[config.mk]
export PLATFORM = sky130hd
export DESIGN_NAME = integer_to_ascii_radix_formatter_core
export DESIGN_NICKNAME = d
export VERILOG_FILES = /design/src/rtl/iarf_pkg.sv /design/src/rtl/iarf_fifo.sv /design/src/rtl/iarf_front.sv /design/src/rtl/iarf_back.sv /design/src/rtl/integer_to_ascii_radix_formatter_core.sv
export SDC_FILE = /design/constraint.sdc
export NUM_CORES = 1
export LEC_CHECK = 0
export BUFFER_PORTS_ARGS = -buffer_cell sky130_fd_sc_hd__buf_2
export CAP_MARGIN = 40
export CORE_UTILIZATION = 50
export CTS_CLUSTER_SIZE = 20
export DETAILED_ROUTE_END_ITERATION = 16
export PLACE_DENSITY = 0.72
export SYNTH_ARGS = -nofsm -noshare
export SYNTH_HDL_FRONTEND = slang
export SYNTH_SLANG_ARGS = --single-unit
[constraint.sdc]
create_clock -name clk_i -period 16.85 [get_ports clk_i]
set_input_delay 3.37 -clock clk_i [delete_from_list [all_inputs] [get_ports clk_i]]
set_output_delay 3.37 -clock clk_i [all_outputs]
set_load 0.02 [all_outputs]
[src/rtl/iarf_pkg.sv]
// Shared types, constants and functions of the integer to ASCII radix formatter.
// No dependencies.
package iarf_pkg;

  localparam int unsigned CMD_DEPTH = 2;
  localparam int unsigned OUT_DEPTH = 2;
  localparam int unsigned NUM_DEC   = 20;
  localparam int unsigned NUM_HEX   = 16;
  localparam int unsigned DIG_W     = NUM_DEC * 4;

  localparam logic [1:0] MODE_DEC32 = 2'd0;
  localparam logic [1:0] MODE_HEX32 = 2'd1;
  localparam logic [1:0] MODE_DEC64 = 2'd2;
  localparam logic [1:0] MODE_HEX64 = 2'd3;

  localparam logic [7:0] CH_ZERO  = 8'h30;
  localparam logic [7:0] CH_NINE  = 8'h39;
  localparam logic [7:0] CH_A     = 8'h41;
  localparam logic [7:0] CH_F     = 8'h46;
  localparam logic [7:0] CH_MINUS = 8'h2D;

  typedef struct packed {
    logic [63:0] mag;
    logic        is_hex;
    logic        wide;
    logic        minus;
  } cmd_t;

  typedef struct packed {
    logic [7:0] character;
    logic       last;
  } out_t;

  typedef enum logic [2:0] {
    S_IDLE,
    S_CONV,
    S_SKIP,
    S_SIGN,
    S_EMIT
  } state_e;

  function automatic logic [7:0] glyph(input logic [3:0] d);
    logic [7:0] r;
    if (d < 4'd10) begin
      r = CH_ZERO + {4'd0, d};
    end else begin
      r = CH_A + {4'd0, d - 4'd10};
    end
    return r;
  endfunction

endpackage

[src/rtl/iarf_fifo.sv]
// Small first-in first-out queue of words with full and empty flags.
// No dependencies.
module iarf_fifo #(
  parameter int unsigned WIDTH = 8,
  parameter int unsigned DEPTH = 2
) (
  input  logic             clk_i,
  input  logic             rst_ni,
  input  logic             push_i,
  input  logic [WIDTH-1:0] data_i,
  output logic             full_o,
  input  logic             pop_i,
  output logic [WIDTH-1:0] data_o,
  output logic             empty_o
);

  localparam int unsigned AW = (DEPTH > 1) ? $clog2(DEPTH) : 1;
  localparam int unsigned CW = $clog2(DEPTH + 1);

  logic [WIDTH-1:0] mem_q [DEPTH];
  logic [AW-1:0]    wr_ptr_q, wr_ptr_d;
  logic [AW-1:0]    rd_ptr_q, rd_ptr_d;
  logic [CW-1:0]    cnt_q, cnt_d;
  logic             do_push, do_pop;

  assign full_o  = (cnt_q == CW'(DEPTH));
  assign empty_o = (cnt_q == '0);
  assign do_push = push_i && !full_o;
  assign do_pop  = pop_i && !empty_o;
  assign data_o  = mem_q[rd_ptr_q];

  always_comb begin
    wr_ptr_d = wr_ptr_q;
    rd_ptr_d = rd_ptr_q;
    cnt_d    = cnt_q;
    if (do_push) begin
      wr_ptr_d = (wr_ptr_q == AW'(DEPTH - 1)) ? '0 : wr_ptr_q + AW'(1);
    end
    if (do_pop) begin
      rd_ptr_d = (rd_ptr_q == AW'(DEPTH - 1)) ? '0 : rd_ptr_q + AW'(1);
    end
    if (do_push && !do_pop) begin
      cnt_d = cnt_q + CW'(1);
    end else if (do_pop && !do_push) begin
      cnt_d = cnt_q - CW'(1);
    end
  end

  always_ff @(posedge clk_i or negedge rst_ni) begin
    if (!rst_ni) begin
      wr_ptr_q <= '0;
      rd_ptr_q <= '0;
      cnt_q    <= '0;
    end else begin
      wr_ptr_q <= wr_ptr_d;
      rd_ptr_q <= rd_ptr_d;
      cnt_q    <= cnt_d;
    end
  end

  always_ff @(posedge clk_i) begin
    if (do_push) begin
      mem_q[wr_ptr_q] <= data_i;
    end
  end

endmodule

[src/rtl/iarf_front.sv]
// Front end: accepts words, derives magnitude, radix and sign, and queues commands.
// Depends on iarf_pkg and iarf_fifo.
module iarf_front #(
  parameter int unsigned CMD_DEPTH = iarf_pkg::CMD_DEPTH
) (
  input  logic            clk_i,
  input  logic            rst_ni,
  input  logic            push_i,
  input  logic [63:0]     value_i,
  input  logic [1:0]      mode_i,
  output logic            full_o,
  input  logic            cmd_pop_i,
  output iarf_pkg::cmd_t  cmd_o,
  output logic            cmd_empty_o
);

  iarf_pkg::cmd_t cmd_in;
  logic [31:0]    lo;

  assign lo = value_i[31:0];

  always_comb begin
    cmd_in = '0;
    case (mode_i)
      iarf_pkg::MODE_DEC32: begin
        cmd_in.minus = lo[31];
        cmd_in.mag   = {32'd0, lo[31] ? (32'd0 - lo) : lo};
      end
      iarf_pkg::MODE_HEX32: begin
        cmd_in.is_hex = 1'b1;
        cmd_in.mag    = {32'd0, lo};
      end
      iarf_pkg::MODE_DEC64: begin
        cmd_in.wide = 1'b1;
        cmd_in.mag  = value_i;
      end
      default: begin
        cmd_in.is_hex = 1'b1;
        cmd_in.wide   = 1'b1;
        cmd_in.mag    = value_i;
      end
    endcase
  end

  iarf_fifo #(
    .WIDTH ($bits(iarf_pkg::cmd_t)),
    .DEPTH (CMD_DEPTH)
  ) u_cmd_q (
    .clk_i   (clk_i),
    .rst_ni  (rst_ni),
    .push_i  (push_i),
    .data_i  (cmd_in),
    .full_o  (full_o),
    .pop_i   (cmd_pop_i),
    .data_o  (cmd_o),
    .empty_o (cmd_empty_o)
  );

endmodule

[src/rtl/iarf_back.sv]
// Back end: bit-serial binary to BCD conversion for decimal words, leading zero skip and character emission.
// Depends on iarf_pkg.
module iarf_back (
  input  logic           clk_i,
  input  logic           rst_ni,
  input  iarf_pkg::cmd_t cmd_i,
  input  logic           cmd_empty_i,
  output logic           cmd_pop_o,
  output logic           out_push_o,
  output iarf_pkg::out_t out_o,
  input  logic           out_full_i
);

  localparam int unsigned DW = iarf_pkg::DIG_W;

  iarf_pkg::state_e state_q, state_d;
  logic [DW-1:0] dig_q, dig_d, dig_adj;
  logic [63:0]   bin_q, bin_d;
  logic [4:0]    cnt_q, cnt_d;
  logic [6:0]    bits_q, bits_d;
  logic          minus_q, minus_d;
  logic [3:0]    top;

  assign top = dig_q[DW-1 -: 4];

  always_comb begin
    for (int i = 0; i < iarf_pkg::NUM_DEC; i++) begin
      dig_adj[i*4 +: 4] = (dig_q[i*4 +: 4] >= 4'd5) ? dig_q[i*4 +: 4] + 4'd3
                                                      : dig_q[i*4 +: 4];
    end
  end

  always_comb begin
    state_d    = state_q;
    dig_d      = dig_q;
    bin_d      = bin_q;
    cnt_d      = cnt_q;
    bits_d     = bits_q;
    minus_d    = minus_q;
    cmd_pop_o  = 1'b0;
    out_push_o = 1'b0;
    out_o      = '0;
    case (state_q)
      iarf_pkg::S_IDLE: begin
        if (!cmd_empty_i) begin
          cmd_pop_o = 1'b1;
          minus_d   = cmd_i.minus;
          if (cmd_i.is_hex) begin
            if (cmd_i.wide) begin
              dig_d = {cmd_i.mag, {(DW - 64){1'b0}}};
              cnt_d = 5'(iarf_pkg::NUM_HEX);
            end else begin
              dig_d = {cmd_i.mag[31:0], {(DW - 32){1'b0}}};
              cnt_d = 5'(iarf_pkg::NUM_HEX / 2);
            end
            state_d = iarf_pkg::S_SKIP;
          end else begin
            dig_d   = '0;
            bin_d   = cmd_i.wide ? cmd_i.mag : {cmd_i.mag[31:0], 32'd0};
            bits_d  = cmd_i.wide ? 7'd64 : 7'd32;
            state_d = iarf_pkg::S_CONV;
          end
        end
      end
      iarf_pkg::S_CONV: begin
        dig_d  = {dig_adj[DW-2:0], bin_q[63]};
        bin_d  = {bin_q[62:0], 1'b0};
        bits_d = bits_q - 7'd1;
        if (bits_q == 7'd1) begin
          cnt_d   = 5'(iarf_pkg::NUM_DEC);
          state_d = iarf_pkg::S_SKIP;
        end
      end
      iarf_pkg::S_SKIP: begin
        if (top == 4'd0 && cnt_q != 5'd1) begin
          dig_d = {dig_q[DW-5:0], 4'd0};
          cnt_d = cnt_q - 5'd1;
        end else begin
          state_d = minus_q ? iarf_pkg::S_SIGN : iarf_pkg::S_EMIT;
        end
      end
      iarf_pkg::S_SIGN: begin
        out_o.character = iarf_pkg::CH_MINUS;
        out_o.last      = 1'b0;
        if (!out_full_i) begin
          out_push_o = 1'b1;
          state_d    = iarf_pkg::S_EMIT;
        end
      end
      iarf_pkg::S_EMIT: begin
        out_o.character = iarf_pkg::glyph(top);
        out_o.last      = (cnt_q == 5'd1);
        if (!out_full_i) begin
          out_push_o = 1'b1;
          dig_d      = {dig_q[DW-5:0], 4'd0};
          cnt_d      = cnt_q - 5'd1;
          if (cnt_q == 5'd1) begin
            state_d = iarf_pkg::S_IDLE;
          end
        end
      end
      default: begin
        state_d = iarf_pkg::S_IDLE;
      end
    endcase
  end

  always_ff @(posedge clk_i or negedge rst_ni) begin
    if (!rst_ni) begin
      state_q <= iarf_pkg::S_IDLE;
    end else begin
      state_q <= state_d;
    end
  end

  always_ff @(posedge clk_i) begin
    dig_q   <= dig_d;
    bin_q   <= bin_d;
    cnt_q   <= cnt_d;
    bits_q  <= bits_d;
    minus_q <= minus_d;
  end

endmodule

[src/rtl/integer_to_ascii_radix_formatter_core.sv]
// Integer to ASCII radix formatter, top level: front end, back end and result queue.
// The back end takes one word at a time: it accepts a command while idle, converts decimal
// words bit by bit to BCD, skips leading zeros, emits a minus sign for a negative 32-bit
// decimal word and then the digits; emission stalls while the result queue is full.
// Reset is asynchronous, active low, and empties both queues and idles the converter.
module integer_to_ascii_radix_formatter_core #(
  parameter int unsigned CMD_DEPTH = iarf_pkg::CMD_DEPTH,
  parameter int unsigned OUT_DEPTH = iarf_pkg::OUT_DEPTH
) (
  input  logic        clk_i,
  input  logic        rst_ni,
  input  logic        push,
  output logic        full,
  input  logic [63:0] value_i,
  input  logic [1:0]  mode_i,
  output logic        empty,
  input  logic        pop,
  output logic [7:0]  character_o,
  output logic        last_o
);

  iarf_pkg::cmd_t cmd;
  logic           cmd_empty, cmd_pop;
  iarf_pkg::out_t res_in, res_out;
  logic           res_push, res_full;

  iarf_front #(
    .CMD_DEPTH (CMD_DEPTH)
  ) u_front (
    .clk_i       (clk_i),
    .rst_ni      (rst_ni),
    .push_i      (push),
    .value_i     (value_i),
    .mode_i      (mode_i),
    .full_o      (full),
    .cmd_pop_i   (cmd_pop),
    .cmd_o       (cmd),
    .cmd_empty_o (cmd_empty)
  );

  iarf_back u_back (
    .clk_i       (clk_i),
    .rst_ni      (rst_ni),
    .cmd_i       (cmd),
    .cmd_empty_i (cmd_empty),
    .cmd_pop_o   (cmd_pop),
    .out_push_o  (res_push),
    .out_o       (res_in),
    .out_full_i  (res_full)
  );

  iarf_fifo #(
    .WIDTH ($bits(iarf_pkg::out_t)),
    .DEPTH (OUT_DEPTH)
  ) u_out_q (
    .clk_i   (clk_i),
    .rst_ni  (rst_ni),
    .push_i  (res_push),
    .data_i  (res_in),
    .full_o  (res_full),
    .pop_i   (pop),
    .data_o  (res_out),
    .empty_o (empty)
  );

  assign character_o = res_out.character;
  assign last_o      = res_out.last;

endmodule

==> results.txt <==
Total GRT Usage: 22.2%
Fin Setup TNS: 0 ns
ratio of cells with drive above 1 in the final layout: 14.2%
top_reg_cell synth: edfxtp_1
Worst EP arrival: 5.24 ns
max cap viols: 0
starting density of the core: 51.0%
Final Total Pwr: 0.00385 W
Post-synth EDFFs: 307
CP delay by family, top: buffers and inverters
Hold Crit Depth: 1
Final Max Tran Viols: 0
synthesized instance count: 1,356
Rows: 65
Slew HR: 40.5%
Worst Path Buf+Inv: 2
core region area: 31,700 um2
area of the multi-input gates: 6240 um2
HP Class: flop to flop
die area: 33,100 um2
power density over the cells: 213 nW/um2
Fin. Hold Viols: 0
CTS H-tree lvls: 2
detailed-route via count: 10,900
CP required: 17.10 ns
clock buffer depth: 3
RSZ-0062 raised after global routing: false
Iter 0 DRT Violations: 1,081
# port buffers: 79
CTS Buf Count: 34
minimum clock period: 4.99 ns
Critical Path Sink Type: flop
post-synth top area share: 57.0%
CTS clk-pin slew, worst paths: 0.06 ns
net count after synthesis: 1,476
number of diodes: 0
placer congestion estimate: 0.865
Yosys reg bits: 318
Syn Std Cell Area: 16,200 um2
TritonRoute pass-1 iters: 5
cell-by-cell trace of the critical path: buf_2 > nor2_1 > nand2_1 > inv_1 > o21ai_0 > xnor2_1
chip height: 182 um
CTS tree: done
cell depth of the worst flop-to-flop path: 5
Ports: 81
worst slew pin tran: 0.892 ns
Synth area leaders: edfxtp_1 57%, ha_1 3.9%, mux2i_1 3.5%
fin area: 18,100 um2
final WL: 36,100 um
CP Launch Type: input pin
WL per Instance: 19.5 um
WP depth: 6
static leakage: 6.65 nW
clk sink count: 318
first-pass GRT wire length: 57,500 um
cts repair resizes: 0
clk root buf: clkbuf_16
status: completed
vias in the first global route: 10,400
achievable frequency: 0.200 GHz
non-filler instance count after layout: 1,846
Placed Cells: 1,786
CTS Hold Bufs: 0
worst stage delay on the critical path: 0.71 ns
DRC errors left: 0
most frequent cells in the layout: 307 x edfxtp_1, 136 x nand2_1, 111 x o21ai_0
pre-CTS setup slack: 11.32 ns
Clk Latency, worst-skew pair: 0.51 ns
HPWL Detailed: 24,800 um
Antenna Nets Post-Route: 0
clk_skew: 0.0135 ns
Fillers: 2,564
fin nets: 1,540
slack of the critical path: 11.86 ns
FFs w/ async S/R, synth: 3.46%
peak supply drop: 0.110 mV
Synthesis Warnings: 0
post-CTS setup buffers: 0
Mean Syn Cell Area: 11.9 um2
Cell Area, Placed: 17,000 um2
DR vias/cell: 5.88
largest net degree at the start of global routing: 78
crit path max fanout: 36
Chip Width: 182 um
area grow syn2layout: 12.0%
post-synth cell types: 61
critical path class: input pin to flop
grt ovf: 0
Yosys top cell by area: edfxtp_1
register area: 9500 um2
# setup viols final: 0
sequential fraction of the synthesis area: 58.7%
commonest non-fill, non-tap cell in the layout: edfxtp_1
fin crit share: 29.6%
slowest CP cell: inv_1
antenna violations before repair: 0
-- final timing paths --
path                                   startpoint                      endpoint  slack [ns]
min in group asynchronous                  rst_ni      u_front.u_cmd_q.rd_ptr_q        2.73
worst min-delay path             u_out_q.wr_ptr_q              u_out_q.wr_ptr_q        0.49
max in group asynchronous                  rst_ni      u_front.u_cmd_q.rd_ptr_q       13.89
worst max-delay path                    mode_i[1]  u_front.u_cmd_q.mem_q[1][15]       11.86
worst max register to register  u_back.state_q[2]              u_back.bin_q[23]       13.61
worst min register to register   u_out_q.wr_ptr_q              u_out_q.wr_ptr_q        0.49
-- per-stage QoR --
stage | utilization [%] | hold slack (ns)
after floorplan | - | 0.455
after global placement | 53.3 | 0.471
after detailed placement | 53.7 | 0.479
after CTS | 57.1 | 0.490
after global routing | 57.1 | 0.513
final | 57.1 | 0.491
-- report_power, final --
part / leakage [nW] / switching (W) / total (W) / internal, W
combinational: 3.04 / 0.000947 / 0.00153 / 0.000580
sequential: 3.09 / 0.000233 / 0.00160 / 0.00137
clock: 0.526 / 0.000296 / 0.000722 / 0.000426
total: 6.65 / 0.00148 / 0.00385 / 0.00237
-- logic make-up after synthesis --
group                    after synthesis  synth area share (%)
adder cells (fa/ha/maj)               50                  3.87
flip-flops                           318                  58.7
other                                  1                0.0232
multiplexers                          95                  6.18
AND/OR/NAND/NOR                      366                  11.2
AO/OA/AOI/OAI                        332                  13.0
XOR/XNOR                              74                  4.01
buffers and inverters                120                  2.93
-- synthesized netlist by cell type, types with 12 or more instances --
library cell and n:
edfxtp_1 307, nand2b_1 25, xnor2_1 53, ha_1 50, mux2i_1 56, buf_1 14, clkbuf_1 42, nor3b_1 27
nand2_1 138, xor2_1 21, a221o_1 33, nor2b_1 12, and2_1 36, a21oi_1 96, o21ai_0 112, nor2_1 90
inv_1 53, mux2_2 39, a22oi_1 19
-- routing by layer --
metal	up-vias	track usage (%)	share of wire [%]
met4	0	7.05	3.0
met2	403	35.4	46
met5	-	0	0
met1	5245	31.9	44
li1	5136	-	-
met3	67	2.77	6.3
-- state kept, by name, summed over array words and instances (netlist names) --
register,cells
u_front.u_cmd_q.wr_ptr_q,1
u_back.dig_q,80
u_front.u_cmd_q.rd_ptr_q,1
u_out_q.cnt_q,2
u_back.minus_q,1
u_back.bin_q,64
u_out_q.wr_ptr_q,1
u_front.u_cmd_q.mem_q,134
u_front.u_cmd_q.cnt_q,2
u_out_q.rd_ptr_q,1
u_back.bits_q,7
u_back.cnt_q,5
u_out_q.mem_q,16
u_back.state_q,3
-- final cells by class --
cell class	instances	share of cell area (%)
tap	402	2.78
timing repair buffer	95	3.33
multi-input combinational	918	34.5
clock buffer	41	4.96
inverter	53	1.10
clock inverter	19	0.926
sequential	318	52.4
Note: power is estimated with default switching activity, not from simulation.
